--- src/design/hrl_pkg.sv ---
// shared widths, character codes, line layout and nibble decode for the hex record loader
// no dependencies; used by the channel interfaces, the top level and the checker
`default_nettype none

package hrl_pkg;

   // field widths
   localparam int unsigned CHAR_W  = 8;
   localparam int unsigned ADDR_W  = 21;
   localparam int unsigned DATA_W  = 8;
   localparam int unsigned LIMIT_W = 21;
   localparam int unsigned POS_W   = 10;

   // character codes
   localparam logic [CHAR_W-1:0] NEWLINE_CHAR = 8'h0A;
   localparam logic [CHAR_W-1:0] CHAR_DIGIT_0 = 8'h30;
   localparam logic [CHAR_W-1:0] CHAR_DIGIT_9 = 8'h39;
   localparam logic [CHAR_W-1:0] CHAR_UPPER_A = 8'h41;
   localparam logic [CHAR_W-1:0] CHAR_UPPER_F = 8'h46;
   localparam logic [CHAR_W-1:0] UPPER_A_BIAS = 8'h37;

   // line layout: position of each header digit
   localparam logic [POS_W-1:0] POS_COUNT_HI  = 10'd1;
   localparam logic [POS_W-1:0] POS_COUNT_LO  = 10'd2;
   localparam logic [POS_W-1:0] POS_ADDR_D3   = 10'd3;
   localparam logic [POS_W-1:0] POS_ADDR_D2   = 10'd4;
   localparam logic [POS_W-1:0] POS_ADDR_D1   = 10'd5;
   localparam logic [POS_W-1:0] POS_ADDR_D0   = 10'd6;
   localparam logic [POS_W-1:0] POS_KIND_HI   = 10'd7;
   localparam logic [POS_W-1:0] POS_KIND_LO   = 10'd8;
   localparam logic [POS_W-1:0] PAYLOAD_START = 10'd9;
   localparam logic [POS_W-1:0] POS_MAX       = 10'd1023;
   localparam logic [POS_W-1:0] SEGMENT_DIGITS = 10'd4;

   // record types
   localparam logic [7:0] KIND_DATA    = 8'h00;
   localparam logic [7:0] KIND_SEGMENT = 8'h02;

   // limit after reset and the largest address the format can reach
   localparam logic [LIMIT_W-1:0] LIMIT_RESET = 21'd65536;
   localparam logic [ADDR_W-1:0]  ADDR_MAX    = 21'd1114095;

   // uppercase hex digit to value, anything else to zero
   function automatic logic [3:0] nibble_of(input logic [CHAR_W-1:0] c);
      logic [CHAR_W-1:0] t;
      t = '0;
      if (c >= CHAR_DIGIT_0 && c <= CHAR_DIGIT_9) begin
         t = c - CHAR_DIGIT_0;
      end else if (c >= CHAR_UPPER_A && c <= CHAR_UPPER_F) begin
         t = c - UPPER_A_BIAS;
      end
      return t[3:0];
   endfunction

endpackage

`default_nettype wire

--- src/design/hrl_channels.sv ---
// valid/ready channel interfaces: character beats in, memory write beats out
// depends on hrl_pkg for field widths
`default_nettype none

interface hrl_char_if;
   logic                        valid;
   logic                        ready;
   logic [hrl_pkg::CHAR_W-1:0]  ascii_char;

   modport source (output valid, output ascii_char, input ready);
   modport sink   (input valid, input ascii_char, output ready);
endinterface

interface hrl_write_if;
   logic                        valid;
   logic                        ready;
   logic [hrl_pkg::ADDR_W-1:0]  write_address;
   logic [hrl_pkg::DATA_W-1:0]  write_data;
   logic                        in_range;

   modport source (output valid, output write_address, output write_data, output in_range,
                   input ready);
   modport sink   (input valid, input write_address, input write_data, input in_range,
                   output ready);
endinterface

`default_nettype wire

--- src/design/hex_record_loader_top.sv ---
// hex record loader top level: parses hex text one character per beat into memory writes
// depends on hrl_pkg and the channel interfaces in hrl_channels.sv
`default_nettype none

// Takes one character per beat and issues one write beat per completed data byte of a
// type 0 record, the cycle after the character that completes it. The line parser state
// is updated at the accepting edge by a short decode, and a single result register holds
// the write; req.ready is high whenever that register is empty or being drained, so a
// steady stream runs at one character per cycle while the sink keeps up. Type 2 records
// load the segment base at their newline. memory_limit (csr_write_data, reset 65536) is
// compared against each write address; writes at or above it come out with in_range low.
module hex_record_loader_top (
   input  logic                          clock,
   input  logic                          reset,
   hrl_char_if.sink                      req,
   hrl_write_if.source                   rsp,
   input  logic                          csr_write_enable,
   input  logic [hrl_pkg::LIMIT_W-1:0]   csr_write_data
);

   // parser state
   logic [hrl_pkg::POS_W-1:0]   line_pos_ff, line_pos_in;
   logic [7:0]                  rec_len_ff, rec_len_in;
   logic [15:0]                 rec_addr_ff, rec_addr_in;
   logic [7:0]                  rec_kind_ff, rec_kind_in;
   logic [3:0]                  high_nib_ff, high_nib_in;
   logic [7:0]                  bytes_ff, bytes_in;
   logic [15:0]                 pend_seg_ff, pend_seg_in;
   logic [15:0]                 seg_base_ff, seg_base_in;
   logic [hrl_pkg::LIMIT_W-1:0] limit_ff;

   // result register
   logic                        rsp_valid_ff, rsp_valid_in;
   logic [hrl_pkg::ADDR_W-1:0]  rsp_addr_ff, rsp_addr_in;
   logic [hrl_pkg::DATA_W-1:0]  rsp_data_ff, rsp_data_in;
   logic                        rsp_range_ff, rsp_range_in;

   logic                        accept;
   logic                        emit;
   logic [3:0]                  digit;
   logic [hrl_pkg::POS_W-1:0]   offset;
   logic [15:0]                 addr_low;
   logic [hrl_pkg::ADDR_W-1:0]  full_addr;

   // handshake: take a beat whenever the result register is free or draining
   assign req.ready = !rsp_valid_ff || rsp.ready;
   assign accept    = req.valid && req.ready;

   // decode and address arithmetic
   assign digit     = hrl_pkg::nibble_of(req.ascii_char);
   assign offset    = line_pos_ff - hrl_pkg::PAYLOAD_START;
   assign addr_low  = rec_addr_ff + {8'b0, bytes_ff};
   assign full_addr = {1'b0, seg_base_ff, 4'b0} + {5'b0, addr_low};

   // parser next state
   always_comb begin
      line_pos_in = line_pos_ff;
      rec_len_in  = rec_len_ff;
      rec_addr_in = rec_addr_ff;
      rec_kind_in = rec_kind_ff;
      high_nib_in = high_nib_ff;
      bytes_in    = bytes_ff;
      pend_seg_in = pend_seg_ff;
      seg_base_in = seg_base_ff;
      emit        = 1'b0;
      if (accept) begin
         if (req.ascii_char == hrl_pkg::NEWLINE_CHAR) begin
            if (rec_kind_ff == hrl_pkg::KIND_SEGMENT) begin
               seg_base_in = pend_seg_ff;
            end
            line_pos_in = '0;
            rec_len_in  = '0;
            rec_addr_in = '0;
            rec_kind_in = '0;
            high_nib_in = '0;
            bytes_in    = '0;
            pend_seg_in = '0;
         end else begin
            case (line_pos_ff)
               hrl_pkg::POS_COUNT_HI: rec_len_in[7:4]    = digit;
               hrl_pkg::POS_COUNT_LO: rec_len_in[3:0]    = digit;
               hrl_pkg::POS_ADDR_D3:  rec_addr_in[15:12] = digit;
               hrl_pkg::POS_ADDR_D2:  rec_addr_in[11:8]  = digit;
               hrl_pkg::POS_ADDR_D1:  rec_addr_in[7:4]   = digit;
               hrl_pkg::POS_ADDR_D0:  rec_addr_in[3:0]   = digit;
               hrl_pkg::POS_KIND_HI:  rec_kind_in[7:4]   = digit;
               hrl_pkg::POS_KIND_LO:  rec_kind_in[3:0]   = digit;
               default: begin
                  if (line_pos_ff >= hrl_pkg::PAYLOAD_START) begin
                     if (rec_kind_ff == hrl_pkg::KIND_DATA) begin
                        // first digit of a pair is held, second completes the byte
                        if (!offset[0]) begin
                           high_nib_in = digit;
                        end else if (bytes_ff < rec_len_ff) begin
                           emit     = 1'b1;
                           bytes_in = bytes_ff + 8'd1;
                        end
                     end else if (rec_kind_ff == hrl_pkg::KIND_SEGMENT &&
                                  offset < hrl_pkg::SEGMENT_DIGITS) begin
                        case (offset[1:0])
                           2'd0:    pend_seg_in[15:12] = digit;
                           2'd1:    pend_seg_in[11:8]  = digit;
                           2'd2:    pend_seg_in[7:4]   = digit;
                           default: pend_seg_in[3:0]   = digit;
                        endcase
                     end
                  end
               end
            endcase
            // position counter saturates on overlong lines
            if (line_pos_ff != hrl_pkg::POS_MAX) begin
               line_pos_in = line_pos_ff + 10'd1;
            end
         end
      end
   end

   // result register next state
   always_comb begin
      rsp_addr_in  = rsp_addr_ff;
      rsp_data_in  = rsp_data_ff;
      rsp_range_in = rsp_range_ff;
      if (emit) begin
         rsp_valid_in = 1'b1;
         rsp_addr_in  = full_addr;
         rsp_data_in  = {high_nib_ff, digit};
         rsp_range_in = full_addr < limit_ff;
      end else if (rsp.ready) begin
         rsp_valid_in = 1'b0;
      end else begin
         rsp_valid_in = rsp_valid_ff;
      end
   end

   // control and parser state
   always_ff @(posedge clock) begin
      if (reset) begin
         line_pos_ff  <= '0;
         rec_len_ff   <= '0;
         rec_addr_ff  <= '0;
         rec_kind_ff  <= '0;
         high_nib_ff  <= '0;
         bytes_ff     <= '0;
         pend_seg_ff  <= '0;
         seg_base_ff  <= '0;
         limit_ff     <= hrl_pkg::LIMIT_RESET;
         rsp_valid_ff <= 1'b0;
      end else begin
         line_pos_ff  <= line_pos_in;
         rec_len_ff   <= rec_len_in;
         rec_addr_ff  <= rec_addr_in;
         rec_kind_ff  <= rec_kind_in;
         high_nib_ff  <= high_nib_in;
         bytes_ff     <= bytes_in;
         pend_seg_ff  <= pend_seg_in;
         seg_base_ff  <= seg_base_in;
         rsp_valid_ff <= rsp_valid_in;
         if (csr_write_enable) begin
            limit_ff <= csr_write_data;
         end
      end
   end

   // result payload
   always_ff @(posedge clock) begin
      rsp_addr_ff  <= rsp_addr_in;
      rsp_data_ff  <= rsp_data_in;
      rsp_range_ff <= rsp_range_in;
   end

   assign rsp.valid         = rsp_valid_ff;
   assign rsp.write_address = rsp_addr_ff;
   assign rsp.write_data    = rsp_data_ff;
   assign rsp.in_range      = rsp_range_ff;

endmodule

`default_nettype wire

--- src/flat_wrapper.sv ---
// flat-port wrapper written by rule: the top's interface ports become plain ports
module hex_record_loader_top_flat 
  (clock, reset, csr_write_enable, csr_write_data, req_valid, req_ascii_char, req_ready, rsp_valid, rsp_write_address, rsp_write_data, rsp_in_range, rsp_ready);
  hrl_char_if req_i ();
  hrl_write_if rsp_i ();
  input  logic clock;
  input  logic reset;
  input  logic csr_write_enable;
  input  logic [hrl_pkg::LIMIT_W-1:0] csr_write_data;
  input wire logic [$bits(req_i.valid)-1:0] req_valid;
  input wire logic [$bits(req_i.ascii_char)-1:0] req_ascii_char;
  output wire logic [$bits(req_i.ready)-1:0] req_ready;
  output wire logic [$bits(rsp_i.valid)-1:0] rsp_valid;
  output wire logic [$bits(rsp_i.write_address)-1:0] rsp_write_address;
  output wire logic [$bits(rsp_i.write_data)-1:0] rsp_write_data;
  output wire logic [$bits(rsp_i.in_range)-1:0] rsp_in_range;
  input wire logic [$bits(rsp_i.ready)-1:0] rsp_ready;
  assign req_i.valid = req_valid;
  assign req_i.ascii_char = req_ascii_char;
  assign req_ready = req_i.ready;
  assign rsp_valid = rsp_i.valid;
  assign rsp_write_address = rsp_i.write_address;
  assign rsp_write_data = rsp_i.write_data;
  assign rsp_in_range = rsp_i.in_range;
  assign rsp_i.ready = rsp_ready;
  hex_record_loader_top u_core (.clock(clock), .reset(reset), .req(req_i), .rsp(rsp_i), .csr_write_enable(csr_write_enable), .csr_write_data(csr_write_data));
endmodule
--- config.mk ---
export PLATFORM = sky130hd
export DESIGN_NAME = hex_record_loader_top_flat
export DESIGN_NICKNAME = d
export VERILOG_FILES = /design/src/design/hrl_pkg.sv /design/src/design/hrl_channels.sv /design/src/design/hex_record_loader_top.sv /design/src/flat_wrapper.sv
export SDC_FILE = /design/constraint.sdc
export NUM_CORES = 1
export LEC_CHECK = 0
export ABC_CLOCK_PERIOD_IN_PS = 4650
export BUFFER_PORTS_ARGS = -buffer_cell sky130_fd_sc_hd__buf_2
export CELL_PAD_IN_SITES_DETAIL_PLACEMENT = 0
export CELL_PAD_IN_SITES_GLOBAL_PLACEMENT = 1
export CORE_ASPECT_RATIO = 1.25
export CORE_MARGIN = 3
export CORE_UTILIZATION = 42
export CTS_CLUSTER_SIZE = 28
export DETAILED_ROUTE_END_ITERATION = 7
export GPL_ROUTABILITY_DRIVEN = 0
export PLACE_DENSITY = 0.85
export RECOVER_POWER = 100
export SETUP_SLACK_MARGIN = 0.15
export SLEW_MARGIN = 10
export SYNTH_ARGS = -nofsm -noshare
export SYNTH_HDL_FRONTEND = slang
export SYNTH_SLANG_ARGS = --single-unit
--- constraint.sdc ---
create_clock -name clock -period 4.65 [get_ports clock]
set_clock_uncertainty 0.1 [all_clocks]
set_input_delay 1.1625 -clock clock [delete_from_list [all_inputs] [get_ports clock]]
set_output_delay 1.1625 -clock clock [all_outputs]
set_load 0.01 [all_outputs]
==> Yosys cells after proc, flatten, opt, wreduce, memory -nomap -nowiden <==
Cells that the tools add are included.
Widths: inputs -> output; s select.
{ "totals": {"reg_bits": 138, "in_bits": 34, "out_inout_bits": 32} }
{ "op_classes": {"n_addsub": 7, "n_lt_le_gt_ge": 8, "eq_ne": 17, "n_mux": 44, "n_reduce_logical": 44} }
{ "op_table": {"columns": ["cell", "count"], "rows": [
  ["$mux 16", 6],
  ["$mux 4", 19],
  ["$mux 8", 8],
  ["$eq 10x3->1 const B", 4],
  ["$reduce_bool 2->1", 18],
  ["$reduce_and 6->1", 5],
  ["$add 20x16->21", 1],
  ["$lt 21x21->1", 1],
  ["$eq 10x2->1 const B", 2],
  ["$mux 10", 2],
  ["$reduce_and 2->1", 9],
  ["$add 16x8->16", 1],
  ["$add 10x1->10 const B", 1],
  ["$eq 10x1->1 const B", 1],
  ["$eq 10x4->1 const B", 1],
  ["$ge 10x4->1 const B", 1],
  ["$lt 10x3->1 const B", 1],
  ["$ne 10x10->1 const B", 1],
  ["$sub 10x4->10 const B", 1],
  ["$mux 1", 9],
  ["$add 8x1->8 const B", 1],
  ["$eq 8x2->1 const B", 1],
  ["$eq 8x4->1 const B", 1],
  ["$ge 8x6->1 const B", 1],
  ["other kinds (19)", 24]
]} }

==> Longest topological paths before layout <==
{ "logic_depth": {"ltp_word": 10, "mapped_depth": 23, "ltp_nobuf": 22} }

==> Least setup slack after synthesis <==
Ideal clock, no wire load.
{ "synth_path": {"path_kind": "flip-flop to flip-flop", "startpoint": "reg u_core.bytes_ff[0]", "endpoint": "reg u_core.rsp_range_ff (netlist: u_core.rsp.in_range), data pin", "setup_time_ps": 130, "arrival_ps": 4670, "setup_slack_ps": -250, "stages_incl_launch_ff": 22, "path_buffers": 1, "synth_period_minus_slack_ps": 4900, "path_cell_list": "dfxtp_1 ha_1 fa_1 a21o_1 a21oi_1 nor2b_1 o311ai_0 a211oi_1 xor2_1 ha_1 clkbuf_1 nand2_1 o22a_1 o31a_1 a31oi_1 xor2_1 ha_1 and4_1 a211oi_1 a21oi_1 a211oi_1 o21a_1"} }
{ "synth_between": {"elab_chain_cells": 3} }
{ "synth_lines": {"columns": ["item", "line", "rtl"], "rows": [
  ["from (decl)", "hex_record_loader_top.sv:27", "logic [7:0] bytes_ff, bytes_in;"],
  ["from (signal assigned)", "hex_record_loader_top.sv:154", "bytes_ff <= bytes_in;"],
  ["$add 16x8->16", "hex_record_loader_top.sv:52", "assign addr_low = rec_addr_ff + {8'b0, bytes_ff};"],
  ["$add 20x16->21", "hex_record_loader_top.sv:53", "assign full_addr = {1'b0, seg_base_ff, 4'b0} + {5'b0, addr_low};"],
  ["named net u_core.full_addr, one bit", "hex_record_loader_top.sv:43", "logic [hrl_pkg::ADDR_W-1:0] full_addr;"],
  ["$lt 21x21->1", "hex_record_loader_top.sv:127", "rsp_range_in = full_addr < limit_ff;"],
  ["to (signal assigned)", "hex_record_loader_top.sv:168", "rsp_range_ff <= rsp_range_in;"],
  ["to (decl)", "hex_record_loader_top.sv:36", "logic rsp_range_ff, rsp_range_in;"]
]} }
The timed path passes the listed nets, and every way through them passes these cells.
A chain may end at the register's enable or synchronous reset.

==> Worst setup path after layout <==
{ "layout_path": {"startpoint": "reg u_core.rec_addr_ff[0]", "endpoint": "reg u_core.rsp_range_ff (netlist: u_core.rsp.in_range), data pin"} }
{ "layout_between": {"elab_chain_cells": 3} }
{ "layout_lines": {"columns": ["item", "line", "rtl"], "rows": [
  ["from (decl)", "hex_record_loader_top.sv:24", "logic [15:0] rec_addr_ff, rec_addr_in;"],
  ["from (signal assigned)", "hex_record_loader_top.sv:151", "rec_addr_ff <= rec_addr_in;"],
  ["$add 16x8->16", "hex_record_loader_top.sv:52", null],
  ["$add 20x16->21", "hex_record_loader_top.sv:53", null],
  ["named net u_core.full_addr, one bit", "hex_record_loader_top.sv:43", null],
  ["$lt 21x21->1", "hex_record_loader_top.sv:127", null]
]} }
The timed path passes the listed nets, and every way through them passes these cells.

==> results summary <==
The I/O pin total came out at 66. The count of buffers inserted at the top-level ports is 65. The total count of hold-check failures in the final report is 0.

The number of cells after detailed placement came out at 1,078. The biggest fanout along the worst timing path is 6. The largest net degree at the start of global routing came out at 66. TritonCTS built the clock tree. The vias per cell is 5.20. The slew of the pin with the lowest slew margin came out at 1.01 ns. The number of antenna diodes is 0. The part of the Yosys area used for sequential elements is 0.417. Yosys attributes the largest share of cell area to dfxtp_1, edfxtp_1, ha_1.

The part of the cycle the worst path needs came out at 0.964. In the final layout, the share of cells above drive strength 1 is 0.166. The die is 154 um tall.

VDD sags by at most 0.000239 V. The first global-routing pass estimated 27,400 um of wire. Clock tree synthesis inserted a total of 17 buffers. Data on the critical path is required at its endpoint by 4.73 ns. Once detailed placement completed, the half-perimeter wirelength came to 11,800 um.

The number of DRC markers in iteration 0 came out at 246. The final-report max-slew violation count came to 0. The synthesized design contains 30 enable-type register cells. The area of the die is 19,100 sq um. STA classifies the critical path startpoint as a register. The sum of overflow across all layers after global routing is 0. The wire length reported by the detailed router is 16,200 um.

The signal arrival time at the worst endpoint is 4.56 ns. For this block, the via count after detailed routing is 5,801. The total global-route track usage came out at 0.174. The biggest area contributor in the post-synthesis netlist is dfxtp_1. In this run, distinct cell masters in the synthesized netlist total 62. The class of the tightest hold or removal check is reg -> reg. The clock latency of the later-clocked register in the worst-skew pair is 0.42 ns. The power density over cell area is 294 nW/um^2. The number of H-tree levels is 4. During synthesis, Yosys emitted a total of 0 warnings. The final standard cell count with taps included and fillers excluded came out at 1,115.

Among all cell types in the netlist, the one instantiated most often is dfxtp_1. The synthesized flop and latch total is 138. In the synthesized netlist the async set-or-reset flop fraction comes to 0. The average instance in the mapped netlist occupies 9.14 sq um. Synthesis produced a netlist with a net count of 899. The share of synthesized area in the top cell type comes to 0.294. The critical path is of the reg -> reg type. The wire length per cell is 14.6 um. By count the netlist is led by dfxtp_1, nor2_1, nand2_1. The headroom to the max-slew limit came out at 0.322. The count of nets after finishing is 979. The die is 124 um wide. The floorplan row count came out at 53.

The final hold slack is 0.331 ns. The tree built by TritonCTS fans out to 138 sinks. The post-layout minimum cycle time is 4.48 ns. The maximum root-to-sink buffer count came out at 2.

The layout-stage area growth over the synthesis result is 16.9%. The via count of the first global-routing pass came out at 5,625. The fmax is 223 MHz. The clock input transition at the sequential cells of the worst setup and hold paths came out at 0.06 ns.

The count of antenna-violating nets left after detailed routing came out at 0. The number of optimization iterations in the first detailed-route pass came out at 5. The final routed DRC violation total came out at 0. The leakage power summed over all cells is 3.80 nW.

The initial core utilization came out at 0.433. The flow ran to the end, and the final reports show no timing, DRC or antenna violations. The clock root buffer master is clkbuf_16. The max-cap violation count came out at 0. The total core area came out at 17,000 sq um. The number of failing setup endpoints in the final timing report is 0.

The worst setup path is captured at a register. The initial antenna violation count is 0. The most used flip-flop cell after synthesis is dfxtp_1. Setup repair after global routing could not meet its margin everywhere. The cell count after synthesis came out at 803. The combined area of all synthesized cells came out at 7340 sq um.
-- layout by cell type, fill, tap and decap left out, types with 14 or more instances in the layout --
cell | Yosys | routed
xnor2_1 | 21 | 21
dfxtp_1 | 108 | 106
inv_1 | 50 | 50
buf_2 | 4 | 65
ha_1 | 60 | 59
mux2i_1 | 40 | 40
o21ai_0 | 15 | 14
edfxtp_1 | 30 | 30
buf_4 | 0 | 28
nand3_1 | 32 | 32
a21oi_1 | 64 | 61
nand2_1 | 82 | 81
a31oi_1 | 23 | 22
nor2_1 | 91 | 90
clkbuf_16 | 0 | 17
-- area by class of cell --
cell class / instances / area, sq um
Sequential cell: 138 / 3070
Timing Repair Buffer: 93 / 536
Inverter: 50 / 188
Fill cell: 1613 / 8390
Multi-Input combinational cell: 583 / 4020
Clock buffer: 27 / 483
Clock inverter: 4 / 20.0
Tap cell: 220 / 275
-- cell families after synthesis --
group                      synth area share
and+or+nand+nor                       0.194
adders and majority gates             0.108
buffers and inverters                0.0452
muxes                                0.0545
AOI/OAI and AO/OA                     0.141
DFF                                   0.417
xor gates and xnor gates             0.0406
-- flip-flops by register name, summed over array words and instances (netlist names) --
register,count
u_core.rec_len_ff,8
u_core.limit_ff,21
u_core.line_pos_ff,10
u_core.rsp.valid,1
u_core.rec_addr_ff,16
u_core.seg_base_ff,16
u_core.rec_kind_ff,8
u_core.rsp.write_data,8
u_core.rsp.in_range,1
u_core.rsp.write_address,21
u_core.pend_seg_ff,16
u_core.bytes_ff,8
u_core.high_nib_ff,4
-- per-stage QoR --
step	worst slack [ns]	total power, mW	setup TNS (ns)	area [sq um]	utilization
global route	-0.166	2.62	-0.166	8590	0.506
detailed placement	-0.0909	1.38	-0.0909	7980	0.470
finish	0.166	2.53	0	8590	0.506
CTS	0.152	2.56	0	8570	0.505
global placement	0.0391	1.38	0	7980	0.470
floorplan	0.169	1.34	0	7360	-
-- power breakdown --
part	leakage, nW	internal, mW	switching [mW]
Clock	0.249	0.702	0.464
Sequential	1.21	1.23	0.00884
Combinational	2.34	0.0463	0.0740
-- critical path, stage by stage (launching register included) --
cell      delay [ns]
dfxtp_2         0.33
ha_4            0.16
fa_2            0.35
a21o_1          0.18
a21oi_2         0.14
nor2b_1         0.08
o311ai_2        0.25
buf_4           0.18
a211oi_1        0.07
xor2_1          0.16
ha_1            0.38
o21ai_1         0.11
a21oi_1         0.17
o211ai_1        0.11
o211ai_1        0.14
a21oi_1         0.12
xnor2_1         0.16
ha_1            0.30
and4_4          0.23
nand2_2         0.07
a21oi_1         0.14
a22oi_1         0.09
o21a_1          0.21
-- routing by layer --
metal,part of all wire,routed length (um),GRT usage
met5,0,0,0
met4,0.024,395,0.0663
met2,0.51,8300,0.309
met1,0.43,7050,0.206
met3,0.031,507,0.0354
-- worst paths after layout --
| kind | end | from | slack [ns] | depth (start not counted) |
|---|---|---|---|---|
| setup / recovery | u_core.rsp.in_range | u_core.rec_addr_ff[0] | 0.17 | 22 |
| hold / removal | u_core.rsp.write_data[6] | u_core.high_nib_ff[2] | 0.33 | 0 |
| setup reg to reg | u_core.rsp.in_range | u_core.rec_addr_ff[0] | 0.17 | 22 |
| hold reg to reg | u_core.rsp.write_data[6] | u_core.high_nib_ff[2] | 0.33 | 0 |
-- timing repair --
item / CTS / global route
pin swaps: 20 / 3
setup endpoints to repair: 1 / 1
buffers inserted: 5 / 1
hold buffers: 0 / 0
resized for setup: 11 / 2
Note: power is estimated with default switching activity, not from simulation.
